$ cat src/rtl/mtef_pkg.sv
// Package: widths, reset values, state and command types for the median/EMA sample filter.
package mtef_pkg;

  localparam int SAMPLE_W   = 24;
  localparam int ALPHA_W    = 16;
  localparam int CNT_W      = 4;
  localparam int FRAC_W     = 16;
  localparam int ACC_W      = SAMPLE_W + FRAC_W;
  localparam int WINDOW_DEF = 5;
  localparam int APB_AW     = 3;
  localparam int APB_DW     = 32;

  localparam logic [ALPHA_W-1:0] ALPHA_RST = ALPHA_W'(13107);

  // register index, taken from paddr[2]
  localparam logic REG_ALPHA = 1'b0;

  typedef enum logic [3:0] {
    S_IDLE,
    S_WRITE,
    S_LOAD,
    S_CMP,
    S_SEED,
    S_DIFF,
    S_MLO,
    S_MHI,
    S_SUM,
    S_UPD,
    S_DONE
  } state_t;

  typedef enum logic [2:0] {
    EMA_NOP,
    EMA_SEED,
    EMA_DIFF,
    EMA_MLO,
    EMA_MHI,
    EMA_SUM,
    EMA_UPD
  } ema_op_t;

  typedef struct packed {
    ema_op_t                     op;
    logic signed [SAMPLE_W-1:0]  median;
  } ema_cmd_t;

endpackage

$ cat src/rtl/mtef_in_if.sv
// Interface: sample input channel (valid/ready with sample payload).
interface mtef_in_if;
  import mtef_pkg::*;

  logic                       valid;
  logic                       ready;
  logic signed [SAMPLE_W-1:0] sample;
  logic                       sample_ok;

  modport source (output valid, output sample, output sample_ok, input ready);
  modport sink   (input valid, input sample, input sample_ok, output ready);
endinterface

$ cat src/rtl/mtef_out_if.sv
// Interface: result output channel (valid/ready with smoothed, median and fill count).
interface mtef_out_if;
  import mtef_pkg::*;

  logic                       valid;
  logic                       ready;
  logic signed [SAMPLE_W-1:0] smoothed;
  logic signed [SAMPLE_W-1:0] window_median;
  logic [CNT_W-1:0]           filled;

  modport source (output valid, output smoothed, output window_median, output filled,
                  input ready);
  modport sink   (input valid, input smoothed, input window_median, input filled,
                  output ready);
endinterface

$ cat src/rtl/mtef_window.sv
// Sample window: register store with fill count, ring pointer and one read port.
module mtef_window #(
  parameter int WINDOW = mtef_pkg::WINDOW_DEF,
  parameter int IW     = (WINDOW > 1) ? $clog2(WINDOW) : 1
) (
  input  logic                                clk,
  input  logic                                rst,
  input  logic                                wr,
  input  logic signed [mtef_pkg::SAMPLE_W-1:0] wr_data,
  input  logic [IW-1:0]                       rd_addr,
  output logic signed [mtef_pkg::SAMPLE_W-1:0] rd_data,
  output logic [mtef_pkg::CNT_W-1:0]          count
);
  import mtef_pkg::*;

  logic signed [SAMPLE_W-1:0] store [WINDOW];
  logic [IW-1:0]              ring;
  logic                       full;
  logic [IW-1:0]              wr_addr;

  assign full    = (count == CNT_W'(WINDOW));
  assign wr_addr = full ? ring : count[IW-1:0];
  assign rd_data = store[rd_addr];

  always_ff @(posedge clk) begin
    if (wr) begin
      store[wr_addr] <= wr_data;
    end
  end

  always_ff @(posedge clk) begin
    if (rst) begin
      count <= '0;
      ring  <= '0;
    end else if (wr) begin
      if (!full) begin
        count <= count + CNT_W'(1);
      end else begin
        ring <= (ring == IW'(WINDOW - 1)) ? '0 : ring + IW'(1);
      end
    end
  end

endmodule

$ cat src/rtl/mtef_ema.sv
// Exponential average: accumulator with a stepped 41x8 multiply, add and shift datapath.
module mtef_ema (
  input  logic                                clk,
  input  logic                                rst,
  input  mtef_pkg::ema_cmd_t                  cmd,
  input  logic [mtef_pkg::ALPHA_W-1:0]        alpha,
  output logic                                seeded,
  output logic signed [mtef_pkg::SAMPLE_W-1:0] smoothed
);
  import mtef_pkg::*;

  localparam int DIFF_W = ACC_W + 1;
  localparam int PP_W   = DIFF_W + 9;
  localparam int PS_W   = DIFF_W + ALPHA_W;

  logic signed [ACC_W-1:0]  acc;
  logic signed [DIFF_W-1:0] diff;
  logic signed [PP_W-1:0]   plo;
  logic signed [PP_W-1:0]   phi;
  logic signed [PS_W-1:0]   psum;
  logic signed [8:0]        alo;
  logic signed [8:0]        ahi;

  assign alo      = $signed({1'b0, alpha[7:0]});
  assign ahi      = $signed({1'b0, alpha[15:8]});
  assign smoothed = acc[ACC_W-1:FRAC_W];

  always_ff @(posedge clk) begin
    if (rst) begin
      acc    <= '0;
      seeded <= 1'b0;
    end else begin
      unique case (cmd.op)
        EMA_SEED: begin
          acc    <= $signed({cmd.median, FRAC_W'(0)});
          seeded <= 1'b1;
        end
        EMA_UPD: acc <= ACC_W'(DIFF_W'(acc) + DIFF_W'(psum >>> FRAC_W));
        EMA_NOP, EMA_DIFF, EMA_MLO, EMA_MHI, EMA_SUM: ;
        default: ;
      endcase
    end
  end

  always_ff @(posedge clk) begin
    unique case (cmd.op)
      EMA_DIFF: diff <= DIFF_W'($signed({cmd.median, FRAC_W'(0)})) - DIFF_W'(acc);
      EMA_MLO:  plo  <= PP_W'(diff) * PP_W'(alo);
      EMA_MHI:  phi  <= PP_W'(diff) * PP_W'(ahi);
      EMA_SUM:  psum <= PS_W'(plo) + (PS_W'(phi) <<< 8);
      EMA_NOP, EMA_SEED, EMA_UPD: ;
      default: ;
    endcase
  end

endmodule

$ cat src/rtl/median_then_ema_sample_filter_top.sv
// Top level: sliding median by rank search over a shared comparator, then exponential average.
//
//  channel   dir  handshake       payload
//  samples   in   valid/ready     sample[23:0] signed, sample_ok
//  results   out  valid/ready     smoothed[23:0], window_median[23:0], filled[3:0]
//  apb       cfg  psel/penable    ema_alpha at 0x0 (pready always high)
//
// A valid beat is written to the window; the rank search then loads each filled entry as
// candidate in turn and compares it with every entry (one compare per cycle) until one has
// rank count/2, then seeds (first median) or updates the average. An invalid beat skips both.
// samples.ready is high only while idle; a result waits in the output register
// while the next beat is accepted. Reset clears window count and average and sets
// alpha to its default.
module median_then_ema_sample_filter_top #(
  parameter int WINDOW = mtef_pkg::WINDOW_DEF
) (
  input  logic                          clk,
  input  logic                          rst,
  mtef_in_if.sink                       samples,
  mtef_out_if.source                    results,
  input  logic                          psel,
  input  logic                          penable,
  input  logic                          pwrite,
  input  logic [mtef_pkg::APB_AW-1:0]   paddr,
  input  logic [mtef_pkg::APB_DW-1:0]   pwdata,
  output logic [mtef_pkg::APB_DW-1:0]   prdata,
  output logic                          pready
);
  import mtef_pkg::*;

  localparam int IW = (WINDOW > 1) ? $clog2(WINDOW) : 1;

  state_t                     state, state_next;
  logic [ALPHA_W-1:0]         alpha;
  logic signed [SAMPLE_W-1:0] samp;
  logic                       samp_ok;
  logic                       win_wr;
  logic [IW-1:0]              rd_addr;
  logic signed [SAMPLE_W-1:0] rd_data;
  logic [CNT_W-1:0]           count;
  logic [IW-1:0]              i;
  logic [IW-1:0]              j;
  logic signed [SAMPLE_W-1:0] cand;
  logic [CNT_W-1:0]           rank;
  logic [CNT_W-1:0]           rank_new;
  logic [CNT_W-1:0]           k;
  logic                       lt;
  logic                       last_j;
  logic                       hit;
  logic signed [SAMPLE_W-1:0] last_median;
  ema_cmd_t                   ema_cmd;
  logic                       seeded;
  logic signed [SAMPLE_W-1:0] smoothed;
  logic                       out_valid;
  logic                       load_out;
  logic                       accept;
  logic                       cfg_wr;

  // configuration port
  assign pready = 1'b1;
  assign cfg_wr = psel && penable && pwrite;
  assign prdata = (paddr[2] == REG_ALPHA) ? APB_DW'(alpha) : '0;

  always_ff @(posedge clk) begin
    if (rst) begin
      alpha <= ALPHA_RST;
    end else if (cfg_wr && paddr[2] == REG_ALPHA) begin
      alpha <= pwdata[ALPHA_W-1:0];
    end
  end

  mtef_window #(.WINDOW(WINDOW), .IW(IW)) u_window (
    .clk     (clk),
    .rst     (rst),
    .wr      (win_wr),
    .wr_data (samp),
    .rd_addr (rd_addr),
    .rd_data (rd_data),
    .count   (count)
  );

  mtef_ema u_ema (
    .clk      (clk),
    .rst      (rst),
    .cmd      (ema_cmd),
    .alpha    (alpha),
    .seeded   (seeded),
    .smoothed (smoothed)
  );

  // shared compare: strict order with index as tie break
  assign lt       = (rd_data < cand) || (rd_data == cand && j < i);
  assign rank_new = rank + CNT_W'(lt);
  assign k        = count >> 1;
  assign last_j   = (CNT_W'(j) == count - CNT_W'(1));
  assign hit      = (rank_new == k);

  assign accept        = samples.valid && samples.ready;
  assign samples.ready = (state == S_IDLE);

  always_ff @(posedge clk) begin
    if (rst) begin
      state <= S_IDLE;
    end else begin
      state <= state_next;
    end
  end

  always_comb begin
    state_next     = state;
    win_wr         = 1'b0;
    load_out       = 1'b0;
    rd_addr        = (state == S_CMP) ? j : i;
    ema_cmd.op     = EMA_NOP;
    ema_cmd.median = last_median;
    unique case (state)
      S_IDLE: begin
        if (accept) begin
          state_next = samples.sample_ok ? S_WRITE : S_DONE;
        end
      end
      S_WRITE: begin
        win_wr     = samp_ok;
        state_next = S_LOAD;
      end
      S_LOAD: state_next = S_CMP;
      S_CMP: begin
        if (last_j) begin
          if (hit) begin
            state_next = seeded ? S_DIFF : S_SEED;
          end else begin
            state_next = S_LOAD;
          end
        end
      end
      S_SEED: begin
        ema_cmd.op = EMA_SEED;
        state_next = S_DONE;
      end
      S_DIFF: begin
        ema_cmd.op = EMA_DIFF;
        state_next = S_MLO;
      end
      S_MLO: begin
        ema_cmd.op = EMA_MLO;
        state_next = S_MHI;
      end
      S_MHI: begin
        ema_cmd.op = EMA_MHI;
        state_next = S_SUM;
      end
      S_SUM: begin
        ema_cmd.op = EMA_SUM;
        state_next = S_UPD;
      end
      S_UPD: begin
        ema_cmd.op = EMA_UPD;
        state_next = S_DONE;
      end
      S_DONE: begin
        if (!out_valid || results.ready) begin
          load_out   = 1'b1;
          state_next = S_IDLE;
        end
      end
      default: state_next = S_IDLE;
    endcase
  end

  // rank search datapath
  always_ff @(posedge clk) begin
    if (accept) begin
      samp    <= samples.sample;
      samp_ok <= samples.sample_ok;
    end
    unique case (state)
      S_WRITE: i <= '0;
      S_LOAD: begin
        cand <= rd_data;
        j    <= '0;
        rank <= '0;
      end
      S_CMP: begin
        if (last_j) begin
          i <= i + IW'(1);
        end else begin
          j    <= j + IW'(1);
          rank <= rank_new;
        end
      end
      S_IDLE, S_SEED, S_DIFF, S_MLO, S_MHI, S_SUM, S_UPD, S_DONE: ;
      default: ;
    endcase
  end

  always_ff @(posedge clk) begin
    if (rst) begin
      last_median <= '0;
    end else if (state == S_CMP && last_j && hit) begin
      last_median <= cand;
    end
  end

  // output register
  always_ff @(posedge clk) begin
    if (rst) begin
      out_valid <= 1'b0;
    end else if (load_out) begin
      out_valid <= 1'b1;
    end else if (results.ready) begin
      out_valid <= 1'b0;
    end
  end

  always_ff @(posedge clk) begin
    if (load_out) begin
      results.smoothed      <= smoothed;
      results.window_median <= last_median;
      results.filled        <= count;
    end
  end

  assign results.valid = out_valid;

  a_fill_bound: assert property (@(posedge clk) disable iff (rst)
    count <= CNT_W'(WINDOW))
    else $error("fill count beyond window");

  a_fill_grow: assert property (@(posedge clk) disable iff (rst)
    (state == S_WRITE && samp_ok && count < CNT_W'(WINDOW)) |=> count == $past(count) + CNT_W'(1))
    else $error("fill count did not grow on append");

  a_rank_found: assert property (@(posedge clk) disable iff (rst)
    (state == S_CMP && last_j && i == IW'(count - CNT_W'(1))) |-> hit)
    else $error("rank search ran out of candidates");

  a_out_from_done: assert property (@(posedge clk) disable iff (rst)
    $rose(out_valid) |-> $past(state) == S_DONE)
    else $error("result beat raised outside done state");

endmodule

$ cat src/flat_wrapper.sv
// flat-port wrapper written by rule: the top's interface ports become plain ports
module median_then_ema_sample_filter_top_flat import mtef_pkg::*;
#(
  parameter int WINDOW = mtef_pkg::WINDOW_DEF
)
  (clk, rst, psel, penable, pwrite, paddr, pwdata, prdata, pready, samples_valid, samples_sample, samples_sample_ok, samples_ready, results_valid, results_smoothed, results_window_median, results_filled, results_ready);
  mtef_in_if samples_i ();
  mtef_out_if results_i ();
  input  logic clk;
  input  logic rst;
  input  logic psel;
  input  logic penable;
  input  logic pwrite;
  input  logic [mtef_pkg::APB_AW-1:0] paddr;
  input  logic [mtef_pkg::APB_DW-1:0] pwdata;
  output logic [mtef_pkg::APB_DW-1:0] prdata;
  output logic pready;
  input wire logic [$bits(samples_i.valid)-1:0] samples_valid;
  input wire logic [$bits(samples_i.sample)-1:0] samples_sample;
  input wire logic [$bits(samples_i.sample_ok)-1:0] samples_sample_ok;
  output wire logic [$bits(samples_i.ready)-1:0] samples_ready;
  output wire logic [$bits(results_i.valid)-1:0] results_valid;
  output wire logic [$bits(results_i.smoothed)-1:0] results_smoothed;
  output wire logic [$bits(results_i.window_median)-1:0] results_window_median;
  output wire logic [$bits(results_i.filled)-1:0] results_filled;
  input wire logic [$bits(results_i.ready)-1:0] results_ready;
  assign samples_i.valid = samples_valid;
  assign samples_i.sample = samples_sample;
  assign samples_i.sample_ok = samples_sample_ok;
  assign samples_ready = samples_i.ready;
  assign results_valid = results_i.valid;
  assign results_smoothed = results_i.smoothed;
  assign results_window_median = results_i.window_median;
  assign results_filled = results_i.filled;
  assign results_i.ready = results_ready;
  median_then_ema_sample_filter_top #(.WINDOW(WINDOW)) u_core (.clk(clk), .rst(rst), .samples(samples_i), .results(results_i), .psel(psel), .penable(penable), .pwrite(pwrite), .paddr(paddr), .pwdata(pwdata), .prdata(prdata), .pready(pready));
endmodule
$ cat config.mk
export PLATFORM = sky130hd
export DESIGN_NAME = median_then_ema_sample_filter_top_flat
export DESIGN_NICKNAME = d
export VERILOG_FILES = /design/src/rtl/mtef_pkg.sv /design/src/rtl/mtef_in_if.sv /design/src/rtl/mtef_out_if.sv /design/src/rtl/mtef_window.sv /design/src/rtl/mtef_ema.sv /design/src/rtl/median_then_ema_sample_filter_top.sv /design/src/flat_wrapper.sv
export SDC_FILE = /design/constraint.sdc
export NUM_CORES = 2
export LEC_CHECK = 0
export BUFFER_PORTS_ARGS = -buffer_cell sky130_fd_sc_hd__buf_2
export CAP_MARGIN = 20
export CORE_ASPECT_RATIO = 0.5
export CORE_UTILIZATION = 45
export CTS_BUF_LIST = sky130_fd_sc_hd__clkbuf_4 sky130_fd_sc_hd__clkbuf_8
export DETAILED_ROUTE_END_ITERATION = 8
export PLACE_DENSITY_LB_ADDON = 0.12
export REMOVE_ABC_BUFFERS = 1
export SETUP_SLACK_MARGIN = 0.05
export SLEW_MARGIN = 20
export SYNTH_ARGS = -nofsm -noshare
export SYNTH_HDL_FRONTEND = slang
export SYNTH_SLANG_ARGS = --single-unit
$ cat constraint.sdc
create_clock -name clk -period 17.1 [get_ports clk]
set_clock_uncertainty 0.1 [all_clocks]
set_input_delay 2.565 -clock clk [delete_from_list [all_inputs] [get_ports clk]]
set_output_delay 2.565 -clock clk [all_outputs]
set_load 0.01 [all_outputs]
Yosys cells after proc, flatten, opt, wreduce, memory -nomap -nowiden. Memory sizes are Yosys's and may differ from the RTL's. Cells that the tools add are included.

Word-level logic and storage cells: 109. Bits in latches: 0. Memory bits (read-only): 0. Input bits: 67. Bits in registers: 399. Memories kept: 1. Memory bits (writable): 120.

Memories: u_core.u_window.store (depth 5, width 24, read ports 1, clocked after memory_dff 0, write ports 1, line mtef_window.sv:16) `logic signed [SAMPLE_W-1:0] store [WINDOW];`.

Shifts and indexed selects: 0. Eq/ne operators: 25. Add/sub/neg operators: 9. Multipliers: 2. Multiplexer cells: 26. $lt $le $gt $ge: 2. Bitwise gates (word level): 2. Reductions and logical operators: 21. Divide/modulo/power cells: 0.

Operator list (number): $pmux W40 S2 (1); $add A50 B56 Y56 (1); $mul A41 B9 Y50 (1); $mul A41 B9 Y48 (1); $sub A40 B40 Y41 (1); $add A40 B40 Y40 (1); $pmux W4 S10 (1); $eq A24 B24 Y1 (1); $lt A24 B24 Y1 (1); $mux W4 (6); $eq A4 B3 Y1 const B (5); $pmux W3 S6 (1); $mux W16 (1); $mux W3 (5); $eq A3 B3 Y1 const B (4); $eq A4 B4 Y1 const B (3); $pmux W3 S2 (2); $add A3 B1 Y3 const B (3); $eq A4 B2 Y1 const B (2); $mux W1 (8); $pmux W4 S2 (1); $reduce_and A2 Y1 (4); $reduce_bool A2 Y1 (4); $logic_and A1 B1 Y1 (7); 17 further kinds (22).

Depth between registers and ports, before layout. An unclocked memory read counts as a cell.

Depth after elaboration: 11. Gate-level depth with buffers: 29. Mapped depth without buffers: 27.

Modules after synthesis. A second synthesis with hierarchy kept.

Cell total of the unflattened synthesis: 4445. Area, all modules: 45349.7 um2.

By module, submodules not included: mtef_ema (sequential area each 5955.7 um2, cells an instance 3713, area an instance 33941.3 um2, instances 1); median_then_ema_sample_filter_top (sequential area each 4234.1 um2, cells an instance 496, area an instance 6426.2 um2, instances 1); mtef_window (sequential area each 3743.6 um2, cells an instance 236, area an instance 4982.3 um2, instances 1).

Worst setup path after synthesis. No wires, ideal clock.

Path kind: input to register. From: input results_ready. To: register u_core.results.filled[0] (enable). Stages: 2. Path slack: 10.314 ns. Library setup time: 0.526 ns. Path buffers: 0. Data arrival time: 6.161 ns. Cell sequence: nor2b_1 > nor3_1.

Cells in the longest elaborated chain, start to end: 3.

RTL lines: start: declaration (line flat_wrapper.sv:26) `input wire logic [$bits(results_i.ready)-1:0] results_ready;`; $logic_or A1 B1 Y1 (line median_then_ema_sample_filter_top.sv:161) `if (!out_valid || results.ready) begin`; $mux W1 (line median_then_ema_sample_filter_top.sv:161); $mux W1 (line median_then_ema_sample_filter_top.sv:116) `unique case (state)`; net u_core.load_out (line median_then_ema_sample_filter_top.sv:55) `logic load_out;`; end signal: assignment (line median_then_ema_sample_filter_top.sv:219) `results.filled <= count;`; end: declaration (line mtef_out_if.sv:11) `modport source (output valid, output smoothed, output window_median, output filled,`.

The timed path passes the listed nets, and every way through them passes these cells. A chain may end at the register's enable or synchronous reset.

Worst setup path in the final report.
From: register u_core.alpha[9]. To: register u_core.u_ema.phi[47], data pin.

Cells in the longest elaborated chain, start to end: 1.

RTL lines: start: declaration (line median_then_ema_sample_filter_top.sv:34) `logic [ALPHA_W-1:0] alpha;`; start signal: assignment (line median_then_ema_sample_filter_top.sv:68) `alpha <= pwdata[ALPHA_W-1:0];`; $mul A41 B9 Y48 (line mtef_ema.sv:49) `EMA_MHI: phi <= PP_W'(diff) * PP_W'(ahi);`; end signal: assignment (line mtef_ema.sv:49); end: declaration (line mtef_ema.sv:19) `logic signed [PP_W-1:0] phi;`.

No other way between the ends.

==> results.cfg <==
[floorplanning]
io_pins = 154
die_area_um2 = 101000
placementRows = 81
die_h_um = 226
fp.dieW_um = 449
core-area_um2 = 98400
initial_utilization_pct = 45.8

[clock_tree]
path_clk_slew_ns = 0.07
cts_tree = built
clock_latency_ns = 0.76
cts.path.max_buffers = 3
cts.sinks = 495
ctsHoldBuffers = 0
htreeDepth = 3
cts-root-buf = clkbuf_8
cts_buffers = 74
cts.repair.resized = 0
post_cts_buffers = 0

[layout]
synthToLayoutAreaGrowth_pct = 7.97
fin_util_pct = 49.4
final_area_um2 = 48600
layout.nets = 5353
fin_cells = 5842
layout-drive-gt1-share_pct = 8.47

[yosys]
synth_most_common_cell = inv_1
synth-seq-cells = 495
synth_cells = 4396
synth_common_cells = 696 x inv_1, 499 x fa_1, 428 x and2_1, 402 x edfxtp_1, 386 x nand2_1
synth_ff_type = edfxtp_1
yosysUniqueCellTypes = 81
yosysWarnings = 0
synth_edf_count = 402
ys_top_cells_by_area = edfxtp_1 27%, fa_1 22%, ha_1 9.3%, and2_1 5.9%, inv_1 5.8%
syn_area_um2 = 45000
yosys.area.top_type = edfxtp_1
synthArstFlopShare_pct = 0
synth_top_area_share_pct = 26.8
syn_area_per_cell_um2 = 10.2
yosysSeqAreaShare_pct = 30.9

[detailed_routing]
drt_iter0_markers = 1911
vias_per_cell = 5.23
wl_per_cell_um = 18.2
vias = 30566
drt-total-wl_mm = 106
ant_nets = 0
drc = 0
drt_pass1_iterations = 5

[sta]
fin_tns_setup_ns = 0
rsz0062_at_grt = no
max_freq_mhz = 136
slew_headroom_pct = 29.5
hold_violations = 0
setup_viol = 0
worst-slew-pin-transition_ns = 1.04
fin_crit_ns = 7.37
finalMaxSlewViolations = 0
period_share_pct = 43.1

[setup_path]
path_class = reg -> reg
worst_setup_path_end_kind = register
cp_max_fo = 29
critPathLaunchType = register
crit_required_ns = 17.47
worstPathArrival_ns = 7.74

[power_and_ir_drop]
power.share.clock_pct = 25.2
finalPower_mw = 4.39
comb_power_share_pct = 38.3
swShare_pct = 35.9
seqPwrFrac_pct = 36.6
powerDensity_nw_per_um2 = 90.3
power_leakage_nw = 22.2
switchingPower_mw = 1.58
ir_worst_vdd_mv = 0.0774
p_int_mw = 2.81

[global_routing]
grt_pass1_wl_mm = 173
grt_overflow_total = 0
grt_max_degree = 64
grtUsageTotal_pct = 21.7
grt_pass1_vias = 31980
antenna_found_initial = 5

[status]
status = finished, final reports clean

[job]
drv_cap = 0

[placed_design]
post_dp_cell_area_um2 = 47000
portBuffers = 118
dp_hpwl_mm = 79.2
gp_congestion = 0.870
place_inst = 5703

[worst_hold_path]
min_path_type = reg -> reg
-- critical path, stage by stage, from the launching register on --
cell and delay [ns]:
dfxtp_1 0.90, buf_4 0.52, nand2_1 0.14, fa_1 0.53, inv_1 0.05, fa_1 0.50
inv_1 0.05, fa_1 0.54, inv_1 0.05, fa_1 0.44, ha_1 0.37, nand4_1 0.16
a21oi_1 0.06, o41ai_1 0.15, a21oi_1 0.33, nor4b_1 0.92, o21ai_0 0.24, nand2_1 0.22
o21ai_0 0.24, o41ai_1 0.46, xnor2_1 0.12
-- stage by stage --
step	hold slack (ns)	worst slack (ns)
2_1_floorplan	0.334	7.93
3_3_place_gp	0.349	9.92
3_5_place_dp	0.353	9.91
4_1_cts	0.363	9.87
5_1_grt	0.383	9.26
6_report	0.360	9.73
-- worst paths after layout --
check / from / to / slack (ns) / cells after the start
worst max-delay path: u_core.alpha[9] / u_core.u_ema.phi[47] / 9.73 / 20
worst min-delay path: u_core.alpha[10] / u_core.alpha[10] / 0.36 / 2
worst max register to register: u_core.alpha[9] / u_core.u_ema.phi[47] / 9.73 / 20
worst min register to register: u_core.alpha[10] / u_core.alpha[10] / 0.36 / 2
-- layer usage --
| metal | global-route usage [%] | share of wire (%) | vias up |
|---|---|---|---|
| met5 | 0 | 0 | - |
| met4 | 6.42 | 2.5 | 0 |
| met3 | 2.89 | 3.8 | 130 |
| met2 | 37.1 | 48 | 530 |
| met1 | 28.8 | 46 | 15411 |
| li1 | - | - | 14495 |
-- layout make-up --
type	instances	area (µm²)
Inverter	696	2610
Sequential cell	495	13900
Clock buffer	112	1370
Timing Repair Buffer	155	871
Fill cell	9132	49800
Multi-Input combinational cell	3029	27900
Tap cell	1328	1660
Antenna cell	2	5.00
Clock inverter	25	313
-- registers in the layout, indices dropped and copies added, names as in the netlist, 16 cells and up --
register,cells
u_core.alpha,16
u_core.cand,24
u_core.last_median,24
u_core.results.smoothed,24
u_core.results.window_median,24
u_core.samp,24
u_core.u_ema.acc,40
u_core.u_ema.diff,41
u_core.u_ema.phi,48
u_core.u_ema.plo,42
u_core.u_ema.psum,40
u_core.u_window.store,120
-- power groups by stage --
| stage | Clock (mW) | Combinational, mW | Sequential [mW] |
|---|---|---|---|
| floorplan | 0 | 1.24 | 1.61 |
| global placement | 0 | 1.66 | 1.63 |
| detailed placement | 0 | 1.68 | 1.63 |
| CTS | 1.14 | 1.69 | 1.61 |
| global route | 1.19 | 1.88 | 1.62 |
| finish | 1.10 | 1.68 | 1.61 |
-- cells in the final DEF, fill, tap and decap left out, types with 94 or more instances in the layout --
master    count
nor2_1      195
a21oi_1     190
ha_1        336
nand2_1     386
and2_1      428
fa_1        499
xnor2_1     138
edfxtp_1    402
buf_2       117
a21o_1       94
inv_1       696
-- kinds of logic (layout without fill, tap and decap cells) --
logic type	after synthesis	after routing	synth area share, %
fa+ha+maj	835	835	31.5
flops	495	495	30.9
other cells	2	19	0.0167
buf+inv	887	988	7.54
xor+xnor	208	208	4.04
compound gates	574	574	8.31
simple gates	1297	1297	14.7
mux	98	98	2.91
Power figures use the tool's default switching activity.
